### src/design/rbnp_pkg.sv
`default_nettype none
package rbnp_pkg;

  localparam int unsigned CoordBits = 20;
  localparam int unsigned DirBits   = 16;
  localparam int unsigned KindBits  = 3;
  localparam int unsigned IndexBits = 10;
  localparam int unsigned DistBits  = 32;
  // box bounds are two bits wider than coordinates, differences one more
  localparam int unsigned BndBits   = CoordBits + 2;
  localparam int unsigned DiffBits  = BndBits + 1;
  // quotient of a diff scaled by 2^22 over a 16-bit divisor
  localparam int unsigned NumBits   = DiffBits + 22;
  localparam int unsigned QCntBits  = 6;

  localparam logic [DistBits-1:0] DistMax = '1;

  typedef enum logic [2:0] {
    KIND_BOX    = 3'd0,
    KIND_ZONE   = 3'd1,
    KIND_ITEM   = 3'd2,
    KIND_ENEMY  = 3'd3,
    KIND_SPAWN  = 3'd4,
    KIND_LIGHT  = 3'd5,
    KIND_CAMERA = 3'd6,
    KIND_NONE   = 3'd7
  } kind_e;

  typedef enum logic [2:0] {
    REG_PERSON_HALF  = 3'd0,
    REG_THING_HALF   = 3'd1,
    REG_ITEM_CENTER  = 3'd2,
    REG_PERSON_CENTER = 3'd3,
    REG_PLATE_PAD    = 3'd4,
    REG_ZONE_FLOOR   = 3'd5
  } reg_e;

  typedef enum logic [2:0] {
    ST_IDLE,
    ST_SETUP,
    ST_DIV,
    ST_UPDATE,
    ST_EMIT
  } state_e;

  typedef struct packed {
    logic                        mode;
    logic [KindBits-1:0]         obj_kind;
    logic [IndexBits-1:0]        obj_index;
    logic signed [CoordBits-1:0] ax;
    logic signed [CoordBits-1:0] ay;
    logic signed [CoordBits-1:0] az;
    logic signed [CoordBits-1:0] bx;
    logic signed [CoordBits-1:0] by;
    logic signed [CoordBits-1:0] bz;
    logic                        last_candidate;
  } in_t;

  typedef struct packed {
    logic                 found;
    logic [KindBits-1:0]  picked_kind;
    logic [IndexBits-1:0] picked_index;
    logic [DistBits-1:0]  hit_distance;
  } out_t;

  // divider control: start with operands, done with truncated quotient
  typedef struct packed {
    logic                       start;
    logic signed [DiffBits-1:0] num;
    logic signed [DirBits-1:0]  den;
  } div_req_t;

  typedef struct packed {
    logic                      done;
    logic signed [NumBits-1:0] quo;
  } div_rsp_t;

endpackage
`default_nettype wire

### src/design/rbnp_div.sv
`default_nettype none
// Restoring signed divider, one quotient bit per cycle, truncates toward zero.
module rbnp_div (
  input  wire logic              clk_i,
  input  wire logic              rst_ni,
  input  wire rbnp_pkg::div_req_t req_i,
  output rbnp_pkg::div_rsp_t      rsp_o
);
  import rbnp_pkg::*;

  localparam int unsigned MagBits = NumBits - 1;

  logic [MagBits-1:0]  num_q, num_d;
  logic [DirBits-1:0]  den_q, den_d;
  logic [DirBits:0]    rem_q, rem_d;
  logic                neg_q, neg_d;
  logic [QCntBits-1:0] cnt_q, cnt_d;
  logic                busy_q, busy_d;
  logic                done_q, done_d;

  logic [DiffBits-1:0] num_abs;
  logic [DirBits-1:0]  den_abs;
  logic [DirBits+1:0]  trial;
  logic [DirBits:0]    shifted;

  always_comb begin
    num_abs = req_i.num[DiffBits-1] ? DiffBits'(-req_i.num) : DiffBits'(req_i.num);
    den_abs = req_i.den[DirBits-1] ? DirBits'(-req_i.den) : DirBits'(req_i.den);
    shifted = {rem_q[DirBits-1:0], num_q[MagBits-1]};
    trial   = {1'b0, shifted} - {2'b00, den_q};
  end

  // load operands or shift one quotient bit in
  always_comb begin
    num_d  = num_q;
    den_d  = den_q;
    rem_d  = rem_q;
    neg_d  = neg_q;
    cnt_d  = cnt_q;
    busy_d = busy_q;
    done_d = 1'b0;
    if (req_i.start) begin
      num_d  = {num_abs[DiffBits-2:0], 22'd0};
      den_d  = den_abs;
      rem_d  = '0;
      neg_d  = req_i.num[DiffBits-1] ^ req_i.den[DirBits-1];
      cnt_d  = QCntBits'(MagBits);
      busy_d = 1'b1;
    end else if (busy_q) begin
      if (!trial[DirBits+1]) begin
        rem_d = trial[DirBits:0];
        num_d = {num_q[MagBits-2:0], 1'b1};
      end else begin
        rem_d = shifted;
        num_d = {num_q[MagBits-2:0], 1'b0};
      end
      cnt_d = cnt_q - 1'b1;
      if (cnt_q == QCntBits'(1)) begin
        busy_d = 1'b0;
        done_d = 1'b1;
      end
    end
  end

  always_ff @(posedge clk_i or negedge rst_ni) begin
    if (!rst_ni) begin
      busy_q <= 1'b0;
      done_q <= 1'b0;
      cnt_q  <= '0;
    end else begin
      busy_q <= busy_d;
      done_q <= done_d;
      cnt_q  <= cnt_d;
    end
  end

  always_ff @(posedge clk_i) begin
    num_q <= num_d;
    den_q <= den_d;
    rem_q <= rem_d;
    neg_q <= neg_d;
  end

  assign rsp_o.done = done_q;
  assign rsp_o.quo  = neg_q ? -$signed({1'b0, num_q}) : $signed({1'b0, num_q});

endmodule
`default_nettype wire

### src/design/ray_box_nearest_pick.sv
`default_nettype none
// Nearest ray/box picker. Send a ray transaction (mode 0), then candidate
// transactions (mode 1); the one marked last_candidate yields one result with
// the first strictly nearest hit. A candidate's six slab distances are
// computed one after another by a single bit-serial divider; axes with a
// zero direction skip the divider. in_stall_o is high while a candidate is
// in work; a last candidate also waits in its final step while the
// previous result is still held on the output. Registers are to be written
// through the cfg port only while idle; the block does not enforce this.
module ray_box_nearest_pick (
  input  wire logic            clk_i,
  input  wire logic            rst_ni,
  input  wire logic            in_valid_i,
  output logic                 in_stall_o,
  input  wire rbnp_pkg::in_t   in_data_i,
  output logic                 out_valid_o,
  input  wire logic            out_stall_i,
  output rbnp_pkg::out_t       out_data_o,
  input  wire logic            cfg_valid_i,
  output logic                 cfg_ready_o,
  input  wire logic [2:0]      cfg_index_i,
  input  wire logic [15:0]     cfg_data_i
);
  import rbnp_pkg::*;

  localparam int unsigned TBits = NumBits + 1;

  function automatic logic signed [DirBits-1:0] sat16(input logic signed [CoordBits-1:0] v);
    if (v > CoordBits'(32767)) return 16'sh7fff;
    if (v < -CoordBits'(32768)) return 16'sh8000;
    return DirBits'(v);
  endfunction

  function automatic logic [DistBits-1:0] tsat(input logic signed [TBits-1:0] v);
    if (v > TBits'(DistMax)) return DistMax;
    return DistBits'(v);
  endfunction

  // configuration
  logic [11:0]        person_half_q, thing_half_q;
  logic signed [15:0] item_center_q, person_center_q, zone_floor_q;
  logic [7:0]         plate_pad_q;

  // ray and best hit
  logic signed [CoordBits-1:0] org_q [3];
  logic signed [DirBits-1:0]   dir_q [3];
  logic [DistBits-1:0]  best_dist_q;
  logic [KindBits-1:0]  best_kind_q;
  logic [IndexBits-1:0] best_index_q;
  logic                 best_found_q;

  // candidate
  logic signed [BndBits-1:0] lo_q [3];
  logic signed [BndBits-1:0] hi_q [3];
  logic [KindBits-1:0]  kind_q;
  logic [IndexBits-1:0] idx_q;
  logic                 last_q, valid_cand_q, miss_q, side_q;
  logic [1:0]           axis_q;
  logic signed [TBits-1:0] t0_q, t1_q, ta_q;
  logic                 div_busy_q;
  out_t                 out_q;
  logic                 out_valid_q;

  state_e state_q, state_d;
  div_req_t div_req;
  div_rsp_t div_rsp;

  logic in_acc;
  logic emit_go;
  assign in_acc      = in_valid_i && !in_stall_o;
  assign in_stall_o  = (state_q != ST_IDLE);
  assign emit_go     = (state_q == ST_EMIT) && !(out_valid_q && out_stall_i);
  assign cfg_ready_o = 1'b1;
  assign out_valid_o = out_valid_q;
  assign out_data_o  = out_q;

  rbnp_div u_div (
    .clk_i  (clk_i),
    .rst_ni (rst_ni),
    .req_i  (div_req),
    .rsp_o  (div_rsp)
  );

  // per-axis operands
  logic signed [CoordBits-1:0] cur_o;
  logic signed [DirBits-1:0]   cur_d;
  logic signed [BndBits-1:0]   cur_lo, cur_hi;
  logic signed [TBits-1:0]     qa, qb, qmin, qmax, nt0, nt1;
  always_comb begin
    cur_o  = org_q[axis_q];
    cur_d  = dir_q[axis_q];
    cur_lo = lo_q[axis_q];
    cur_hi = hi_q[axis_q];
    div_req.start = (state_q == ST_DIV) && !div_busy_q && (cur_d != '0) && !miss_q &&
                    valid_cand_q;
    div_req.num = side_q ? (DiffBits'(cur_hi) - DiffBits'(cur_o))
                         : (DiffBits'(cur_lo) - DiffBits'(cur_o));
    div_req.den = cur_d;
    qa   = ta_q;
    qb   = TBits'(div_rsp.quo);
    qmin = (qa > qb) ? qb : qa;
    qmax = (qa > qb) ? qa : qb;
    nt0  = (qmin > t0_q) ? qmin : t0_q;
    nt1  = (qmax < t1_q) ? qmax : t1_q;
  end

  // next state
  always_comb begin
    state_d = state_q;
    case (state_q)
      ST_IDLE:   if (in_acc) state_d = in_data_i.mode ? ST_SETUP : ST_IDLE;
      ST_SETUP:  state_d = ST_DIV;
      ST_DIV: begin
        if (miss_q || !valid_cand_q) state_d = ST_UPDATE;
        else if (cur_d == '0 || (div_rsp.done && side_q))
          if (axis_q == 2'd2) state_d = ST_UPDATE;
      end
      ST_UPDATE: state_d = last_q ? ST_EMIT : ST_IDLE;
      ST_EMIT:   state_d = emit_go ? ST_IDLE : ST_EMIT;
      default:   state_d = ST_IDLE;
    endcase
  end

  always_ff @(posedge clk_i or negedge rst_ni) begin
    if (!rst_ni) begin
      state_q      <= ST_IDLE;
      person_half_q <= 12'd320;
      thing_half_q <= 12'd240;
      item_center_q <= -16'sd620;
      person_center_q <= -16'sd1400;
      plate_pad_q  <= 8'd8;
      zone_floor_q <= -16'sd260;
      for (int k = 0; k < 3; k++) begin
        org_q[k] <= '0;
        dir_q[k] <= '0;
      end
      best_dist_q  <= DistMax;
      best_kind_q  <= '0;
      best_index_q <= '0;
      best_found_q <= 1'b0;
      out_valid_q  <= 1'b0;
      div_busy_q   <= 1'b0;
    end else begin
      state_q <= state_d;
      // write registers
      if (cfg_valid_i) begin
        case (cfg_index_i)
          REG_PERSON_HALF:   person_half_q   <= cfg_data_i[11:0];
          REG_THING_HALF:    thing_half_q    <= cfg_data_i[11:0];
          REG_ITEM_CENTER:   item_center_q   <= cfg_data_i;
          REG_PERSON_CENTER: person_center_q <= cfg_data_i;
          REG_PLATE_PAD:     plate_pad_q     <= cfg_data_i[7:0];
          REG_ZONE_FLOOR:    zone_floor_q    <= cfg_data_i;
          default: ;
        endcase
      end
      if (out_valid_q && !out_stall_i) out_valid_q <= 1'b0;
      // load ray
      if (in_acc && !in_data_i.mode) begin
        org_q[0] <= in_data_i.ax;
        org_q[1] <= in_data_i.ay;
        org_q[2] <= in_data_i.az;
        dir_q[0] <= sat16(in_data_i.bx);
        dir_q[1] <= sat16(in_data_i.by);
        dir_q[2] <= sat16(in_data_i.bz);
        best_dist_q  <= DistMax;
        best_kind_q  <= '0;
        best_index_q <= '0;
        best_found_q <= 1'b0;
      end
      if (div_req.start) div_busy_q <= 1'b1;
      else if (div_rsp.done) div_busy_q <= 1'b0;
      // keep strictly nearer hit
      if (state_q == ST_UPDATE && valid_cand_q && !miss_q) begin
        if (!best_found_q || tsat(t0_q) < best_dist_q) begin
          best_found_q <= 1'b1;
          best_dist_q  <= tsat(t0_q);
          best_kind_q  <= kind_q;
          best_index_q <= idx_q;
        end
      end
      if (emit_go) begin
        out_valid_q  <= 1'b1;
        best_dist_q  <= DistMax;
        best_kind_q  <= '0;
        best_index_q <= '0;
        best_found_q <= 1'b0;
      end
    end
  end

  // emitted payload
  always_ff @(posedge clk_i) begin
    if (emit_go) begin
      out_q.found        <= best_found_q;
      out_q.picked_kind  <= best_kind_q;
      out_q.picked_index <= best_index_q;
      out_q.hit_distance <= best_dist_q;
    end
  end

  // candidate box and slab sequencing
  logic signed [BndBits-1:0] cy, hh;
  always_comb begin
    case (in_data_i.obj_kind)
      KIND_ITEM:                cy = BndBits'(item_center_q);
      KIND_ENEMY, KIND_SPAWN:   cy = BndBits'(person_center_q);
      default:                  cy = BndBits'(in_data_i.ay);
    endcase
    hh = (in_data_i.obj_kind == KIND_ENEMY || in_data_i.obj_kind == KIND_SPAWN)
       ? BndBits'($signed({1'b0, person_half_q})) : BndBits'($signed({1'b0, thing_half_q}));
  end

  always_ff @(posedge clk_i) begin
    if (in_acc && in_data_i.mode) begin
      kind_q <= in_data_i.obj_kind;
      idx_q  <= in_data_i.obj_index;
      last_q <= in_data_i.last_candidate;
      valid_cand_q <= (in_data_i.obj_kind != KIND_NONE);
      case (in_data_i.obj_kind)
        KIND_BOX: begin
          lo_q[0] <= BndBits'(in_data_i.ax);
          hi_q[0] <= BndBits'(in_data_i.bx);
          lo_q[2] <= BndBits'(in_data_i.az);
          hi_q[2] <= BndBits'(in_data_i.bz);
          if (in_data_i.ay == in_data_i.by) begin
            lo_q[1] <= BndBits'(in_data_i.ay) - BndBits'(plate_pad_q);
            hi_q[1] <= BndBits'(in_data_i.by) + BndBits'(plate_pad_q);
          end else begin
            lo_q[1] <= BndBits'(in_data_i.ay);
            hi_q[1] <= BndBits'(in_data_i.by);
          end
        end
        KIND_ZONE: begin
          lo_q[0] <= BndBits'((in_data_i.ax < in_data_i.bx) ? in_data_i.ax : in_data_i.bx);
          hi_q[0] <= BndBits'((in_data_i.ax < in_data_i.bx) ? in_data_i.bx : in_data_i.ax);
          lo_q[2] <= BndBits'((in_data_i.az < in_data_i.bz) ? in_data_i.az : in_data_i.bz);
          hi_q[2] <= BndBits'((in_data_i.az < in_data_i.bz) ? in_data_i.bz : in_data_i.az);
          lo_q[1] <= BndBits'(zone_floor_q);
          hi_q[1] <= '0;
        end
        default: begin
          lo_q[0] <= BndBits'(in_data_i.ax) - hh;
          hi_q[0] <= BndBits'(in_data_i.ax) + hh;
          lo_q[1] <= cy - hh;
          hi_q[1] <= cy + hh;
          lo_q[2] <= BndBits'(in_data_i.az) - hh;
          hi_q[2] <= BndBits'(in_data_i.az) + hh;
        end
      endcase
    end
    if (state_q == ST_SETUP) begin
      axis_q <= '0;
      side_q <= 1'b0;
      miss_q <= 1'b0;
      t0_q   <= '0;
      t1_q   <= {2'b00, {(TBits-2){1'b1}}};
    end else if (state_q == ST_DIV && valid_cand_q && !miss_q) begin
      if (cur_d == '0) begin
        // containment test on a flat axis
        if ((BndBits+1)'(cur_o) < (BndBits+1)'(cur_lo) ||
            (BndBits+1)'(cur_o) > (BndBits+1)'(cur_hi)) miss_q <= 1'b1;
        axis_q <= axis_q + 2'd1;
      end else if (div_rsp.done) begin
        if (!side_q) begin
          ta_q   <= qb;
          side_q <= 1'b1;
        end else begin
          t0_q   <= nt0;
          t1_q   <= nt1;
          if (nt0 > nt1) miss_q <= 1'b1;
          side_q <= 1'b0;
          axis_q <= axis_q + 2'd1;
        end
      end
    end
  end

endmodule
`default_nettype wire
### config.mk
export PLATFORM = sky130hd
export DESIGN_NAME = ray_box_nearest_pick
export DESIGN_NICKNAME = d
export VERILOG_FILES = /design/src/design/rbnp_pkg.sv /design/src/design/rbnp_div.sv /design/src/design/ray_box_nearest_pick.sv
export SDC_FILE = /design/constraint.sdc
export NUM_CORES = 2
export LEC_CHECK = 0
export ABC_AREA = 1
export BUFFER_PORTS_ARGS = -buffer_cell sky130_fd_sc_hd__buf_2
export CORE_UTILIZATION = 55
export DETAILED_ROUTE_END_ITERATION = 10
export HOLD_SLACK_MARGIN = 0.12
export PLACE_DENSITY = 0.72
export SLEW_MARGIN = 15
export SYNTH_ARGS = -nofsm -noshare
export SYNTH_HDL_FRONTEND = slang
export SYNTH_SLANG_ARGS = --single-unit
### constraint.sdc
create_clock -name clk_i -period 20.2 [get_ports clk_i]
set_input_delay 4.04 -clock clk_i [delete_from_list [all_inputs] [get_ports clk_i]]
set_output_delay 4.04 -clock clk_i [all_outputs]
set_load 0.005 [all_outputs]
## Yosys cells after proc, flatten, opt, wreduce, memory -nomap -nowiden

Memories as Yosys holds them, arrays and structs flattened. A register that Yosys moved wholly into a read port is not among the register bits.
Cells that the tools add are included.

| storage, ports and cells | value |
|---|---|
| flip-flop bits (word level) | 526 |
| bits in latches | 0 |
| RAM bits | 132 |
| bits in read-only memories | 0 |
| input port bits | 159 |
| output and inout port bits | 49 |
| word-level logic and storage cells | 310 |
| memories kept | 2 |

| cells by class | value |
|---|---|
| add/subtract/negate cells | 16 |
| multiply operators | 0 |
| divide/modulo/power cells | 0 |
| $lt $le $gt $ge | 17 |
| eq/ne operators | 21 |
| shifts and indexed selects | 0 |
| mux-type cells | 139 |
| bitwise gates (word level) | 19 |
| reductions and logical operators | 54 |

Memory list:

| name | depth | width | rd ports | clocked after memory_dff | write ports | RTL line | RTL |
|---|---|---|---|---|---|---|---|
| hi_q | 3 | 22 | 1 | 1 | 3 | ray_box_nearest_pick.sv:54 | `logic signed [BndBits-1:0] hi_q [3];` |
| lo_q | 3 | 22 | 1 | 1 | 3 | ray_box_nearest_pick.sv:53 | `logic signed [BndBits-1:0] lo_q [3];` |

Operators by type and width:

| operator | count |
|---|---|
| 2-to-1 mux 22 bit | 19 |
| 2-to-1 mux 32 bit | 8 |
| 2-to-1 mux 16 bit | 15 |
| 2-to-1 mux 46 bit | 4 |
| greater-than comparator 46 bit | 2 |
| 2-to-1 mux 44 bit | 2 |
| greater-than comparator 20 x 16 -> 1 bit (second input constant) | 3 |
| < comparator 20 x 16 -> 1 bit (second input constant) | 3 |
| 2-to-1 mux 1 bit | 58 |
| greater-than comparator 46 x 32 -> 1 bit (second input constant) | 1 |
| < comparator 46 bit | 1 |
| subtractor 22 x 20 -> 23 bit | 2 |
| greater-than comparator 45 bit | 1 |
| 2-to-1 mux 45 bit | 1 |
| negation 44 -> 45 bit | 1 |
| one-hot mux 22 bit (2 select lines) | 1 |
| adder 20 x 13 -> 21 bit | 2 |
| subtractor 20 x 13 -> 21 bit | 2 |
| binary-select mux 20 bit (select 2 bit) | 1 |
| < comparator 20 bit | 2 |
| 2-to-1 mux 10 bit | 4 |
| 2-to-1 mux 20 bit | 2 |
| binary-select mux 16 bit (select 2 bit) | 1 |
| < comparator 32 bit | 1 |
| 46 further kinds | 129 |

## Depth between registers and ports, before layout

| depth | value |
|---|---|
| word-level depth | 14 |
| mapped depth | 58 |
| gate-level depth less buffers | 55 |

## Cells and area by module

From an unflattened synthesis, not the netlist that was laid out.

| unflattened totals | value |
|---|---|
| cells, all modules | 6361 |
| area, all modules | 47110.2 um2 |

Modules (own cells, without submodules):

| module | times used | cells an instance | area each (um2) | sequential area each (um2) |
|---|---|---|---|---|
| ray_box_nearest_pick | 1 | 5349 | 40411.3 | 15056.9 |
| rbnp_div | 1 | 1012 | 6698.9 | 2132.0 |

## Least setup slack after synthesis

No wires, ideal clock.

| timing | value |
|---|---|
| path kind | input to register |
| from | in in_data_i[132] (netlist bit) |
| to | mem hi_q[1][19] (netlist bit) (data pin) |
| library setup time | 0.257 ns |
| data arrival time | 8.128 ns |
| data required time | 19.943 ns |
| path slack | 11.815 ns |
| cell stages on the path | 26 |
| path buffers | 1 |
| cell sequence | nor2_1 nand2_1 nand2_1 inv_1 clkbuf_1 o21ai_0 ha_1 nand3_1 and2_1 o21ai_0 inv_1 nor2_1 o21ai_0 nand2_1 nand2_1 nand2_1 a21oi_1 or2_2 nand2_1 a21oi_1 or2_2 a21oi_1 nand3_1 nor2_1 nand2_1 a32o_1 |

RTL lines:

| what | RTL line | RTL |
|---|---|---|
| start: declaration | ray_box_nearest_pick.sv:15 | `input wire rbnp_pkg::in_t in_data_i,` |
| end: declaration | ray_box_nearest_pick.sv:54 |  |

==> results.yml <==
power:
  p_leak_nw: 24.8
  p_switching_w: 0.00321
  comb_power_share: 0.508
  p_sw_frac: 0.459
  p_per_area_nw_per_um2: 136
  seqPwrFrac: 0.283
  clkPwrFrac: 0.209
  ir_worst_vdd_uv: 108
  p_int_w: 0.00379
floorplanning:
  num_rows: 106
  die_y_um: 294
  ios: 208
  die_w_um: 294
  initial_core_util: 0.558
  coreArea_um2: 84000
  dieArea_um2: 86400
global_route:
  track_usage: 0.347
  first_global_vias: 40600
  antenna_found_initial: 8
  grt_pass1_wl_mm: 232
  grt_overflow: 0
  grt_max_degree: 107
timing:
  rsz0062_at_grt: "false"
  period_needed_ns: 10.84
  whs_ns: 0.445
  fmax_mhz: 92.3
  timing.final.crit_share: 0.537
  max-slew-margin-rel: 0.153
  fin_setup_tns_ns: 0
  layout_setup_ws_ns: 9.36
  worstMarginPinSlew_ns: 1.26
  skew_ns: 0.0391
  final_hold_viol_count: 0
  slew_viol_final: 0
  finalSetupViolCount: 0
clock_tree:
  clk_latency_ns: 0.66
  cts-resized-gates: 0
  cts_hold_buf: 0
  cts_root_buf: "clkbuf_16"
  post_cts_buffers: 0
  clock_path_buffers: 3
  cts_buffers: 77
  clkTransAtPathRegs_ns: 0.06
  cts_tree: "yes"
  clkSinkCount: 656
  h-tree-depth: 3
detailed_routing:
  vias_per_cell: 5.71
  routedWlPerCell_um: 20.1
  drt_iter0_drc: 4077
  vias: 43000
  postRouteAntennaNets: 0
  drc: 0
  drt-total-wl_mm: 151
  first_pass_iters: 6
synthesis:
  yosysMostFrequentCell: "nand2_1"
  synth_seq_area_share: 0.367
  synth.avg_cell_area_um2: 7.52
  ys_async_sr_fraction: 0.377
  synth-seq-cells: 656
  synthTopCellsByCount: "1203 x nand2_1, 864 x inv_1, 790 x o21ai_0, 596 x a21oi_1, 477 x nor2_1"
  syn_nets: 6796
  synth-edff-count: 273
  yosysTopAreaCell: "edfxtp_1"
  synth_area_um2: 46900
  synthTopCellsByArea: "edfxtp_1 17%, ha_1 10%, nand2_1 9.6%, dfrtp_1 9.4%, o21ai_0 8.4%"
  synth_flop_cell: "edfxtp_1"
  synth.top_cell.area_share: 0.175
  yosys_warnings: 0
  synthDistinctLibCells: 67
  synth_cells: 6233
placement:
  hpwlAfterDp_mm: 116
  dp_cells: 7379
  io_buffers: 206
  placed_area_um2: 48800
  place_ws_ns: 9.43
  gp_congestion: 0.998
worst_setup_path:
  slowest_delay_ns: 0.66
  critPathCaptureType: "flop"
  worstPathMaxFanout: 91
  worstPathRequired_ns: 20.76
  critPathLaunchType: "flop"
  worstSetupPathType: "reg2reg"
  critical-path-slowest-cell: "buf_4"
  cp.arrival_ns: 11.40
final_layout:
  fin_nets: 6887
  fin_area_um2: 51500
  syn2layout_area_growth_pct: 9.81
  drive_gt1_frac: 0.102
  instances_no_fill: 7526
flow_run:
  cap_violations: 0
hold_path:
  hold_class: "reg2reg"
outcome:
  status: "finished, final reports clean"
-- metal layers --
layer	global-route usage	part of all wire	up-vias
met4	0.195	0.063	8
met5	0	0.00052	-
met2	0.571	0.46	1541
li1	-	-	21100
met3	0.0463	0.063	362
met1	0.440	0.41	20000
-- through the flow --
stage,utilization,total power (W)
floorplan,-,0.00455
global placement,0.581,0.00543
detailed placement,0.581,0.00550
CTS,0.613,0.00698
global route,0.613,0.00754
finish,0.613,0.00700
-- worst paths after layout --
path	from	endpoint	slack, ns	cells past startpoint
max	u_div.num_q[0]	miss_q	9.36	48
min	best_index_q[2]	out_data_o[34]	0.45	0
max reg2reg	u_div.num_q[0]	miss_q	9.36	48
min reg2reg	best_index_q[2]	out_data_o[34]	0.45	0
max in group asynchronous	rst_ni	u_div.cnt_q[3]	14.80	3
min in group asynchronous	rst_ni	person_half_q[11]	3.36	1
-- registers in the layout, summed over array words and instances (netlist names), 12 cells and up, named ones only --
register,count
dir_q,48
hi_q,64
person_half_q,12
thing_half_q,12
qa,45
out_data_o,46
lo_q,64
zone_floor_q,16
org_q,60
u_div.num_q,44
t1_q,46
best_dist_q,32
item_center_q,16
u_div.den_q,16
person_center_q,16
t0_q,46
u_div.rem_q,16
-- cells by family after synthesis --
group,synth area share
compound gates,0.199
flops,0.367
xor+xnor,0.0243
simple gates,0.207
fa+ha+maj,0.110
buf+inv,0.0931
other cells,0.0000800
-- final cells by class --
cell class | count | area (um^2)
Fill cell | 7730 | 32500
Multi-Input combinational cell | 4447 | 25400
Sequential cell | 656 | 17200
Inverter | 876 | 3300
Clock buffer | 112 | 2220
Timing Repair Buffer | 266 | 1490
Tap cell | 1134 | 1420
Clock inverter | 32 | 447
Antenna cell | 3 | 7.51
-- worst max-delay path: cells and delay by family, from the launching register on --
kind                     cells  cell delay [ns]
buffers and inverters        6             2.01
flip-flops                   1             0.39
XOR/XNOR                     3             0.53
adder cells (fa/ha/maj)      4             1.42
AO/OA/AOI/OAI               13             2.52
AND/OR/NAND/NOR             22             3.82
-- layout by cell type (no fill, tap or decap), drive strengths merged, types with 20 or more instances in the layout --
cell	n
buf	266
o22ai	63
nand2	1278
dfxtp	136
nand4	56
clkbuf	112
clkinv	30
o211ai	25
inv	871
xnor2	20
nor3	61
ha	393
o21ai	807
o31ai	23
a21oi	596
edfxtp	273
nor2	496
a2bb2oi	20
xor2	110
a22oi	53
dfrtp	177
dfstp	70
nand3	249
nor4	24
o21bai	22
-- power by group through the flow --
stage	Sequential [W]	Clock, W	Combinational (W)
after floorplan	0.00194	0	0.00261
after global placement	0.00199	0	0.00344
after detailed placement	0.00200	0	0.00350
after CTS	0.00198	0.00148	0.00352
after global routing	0.00201	0.00153	0.00401
final	0.00198	0.00146	0.00355
Note: power is estimated with default switching activity, not from simulation.
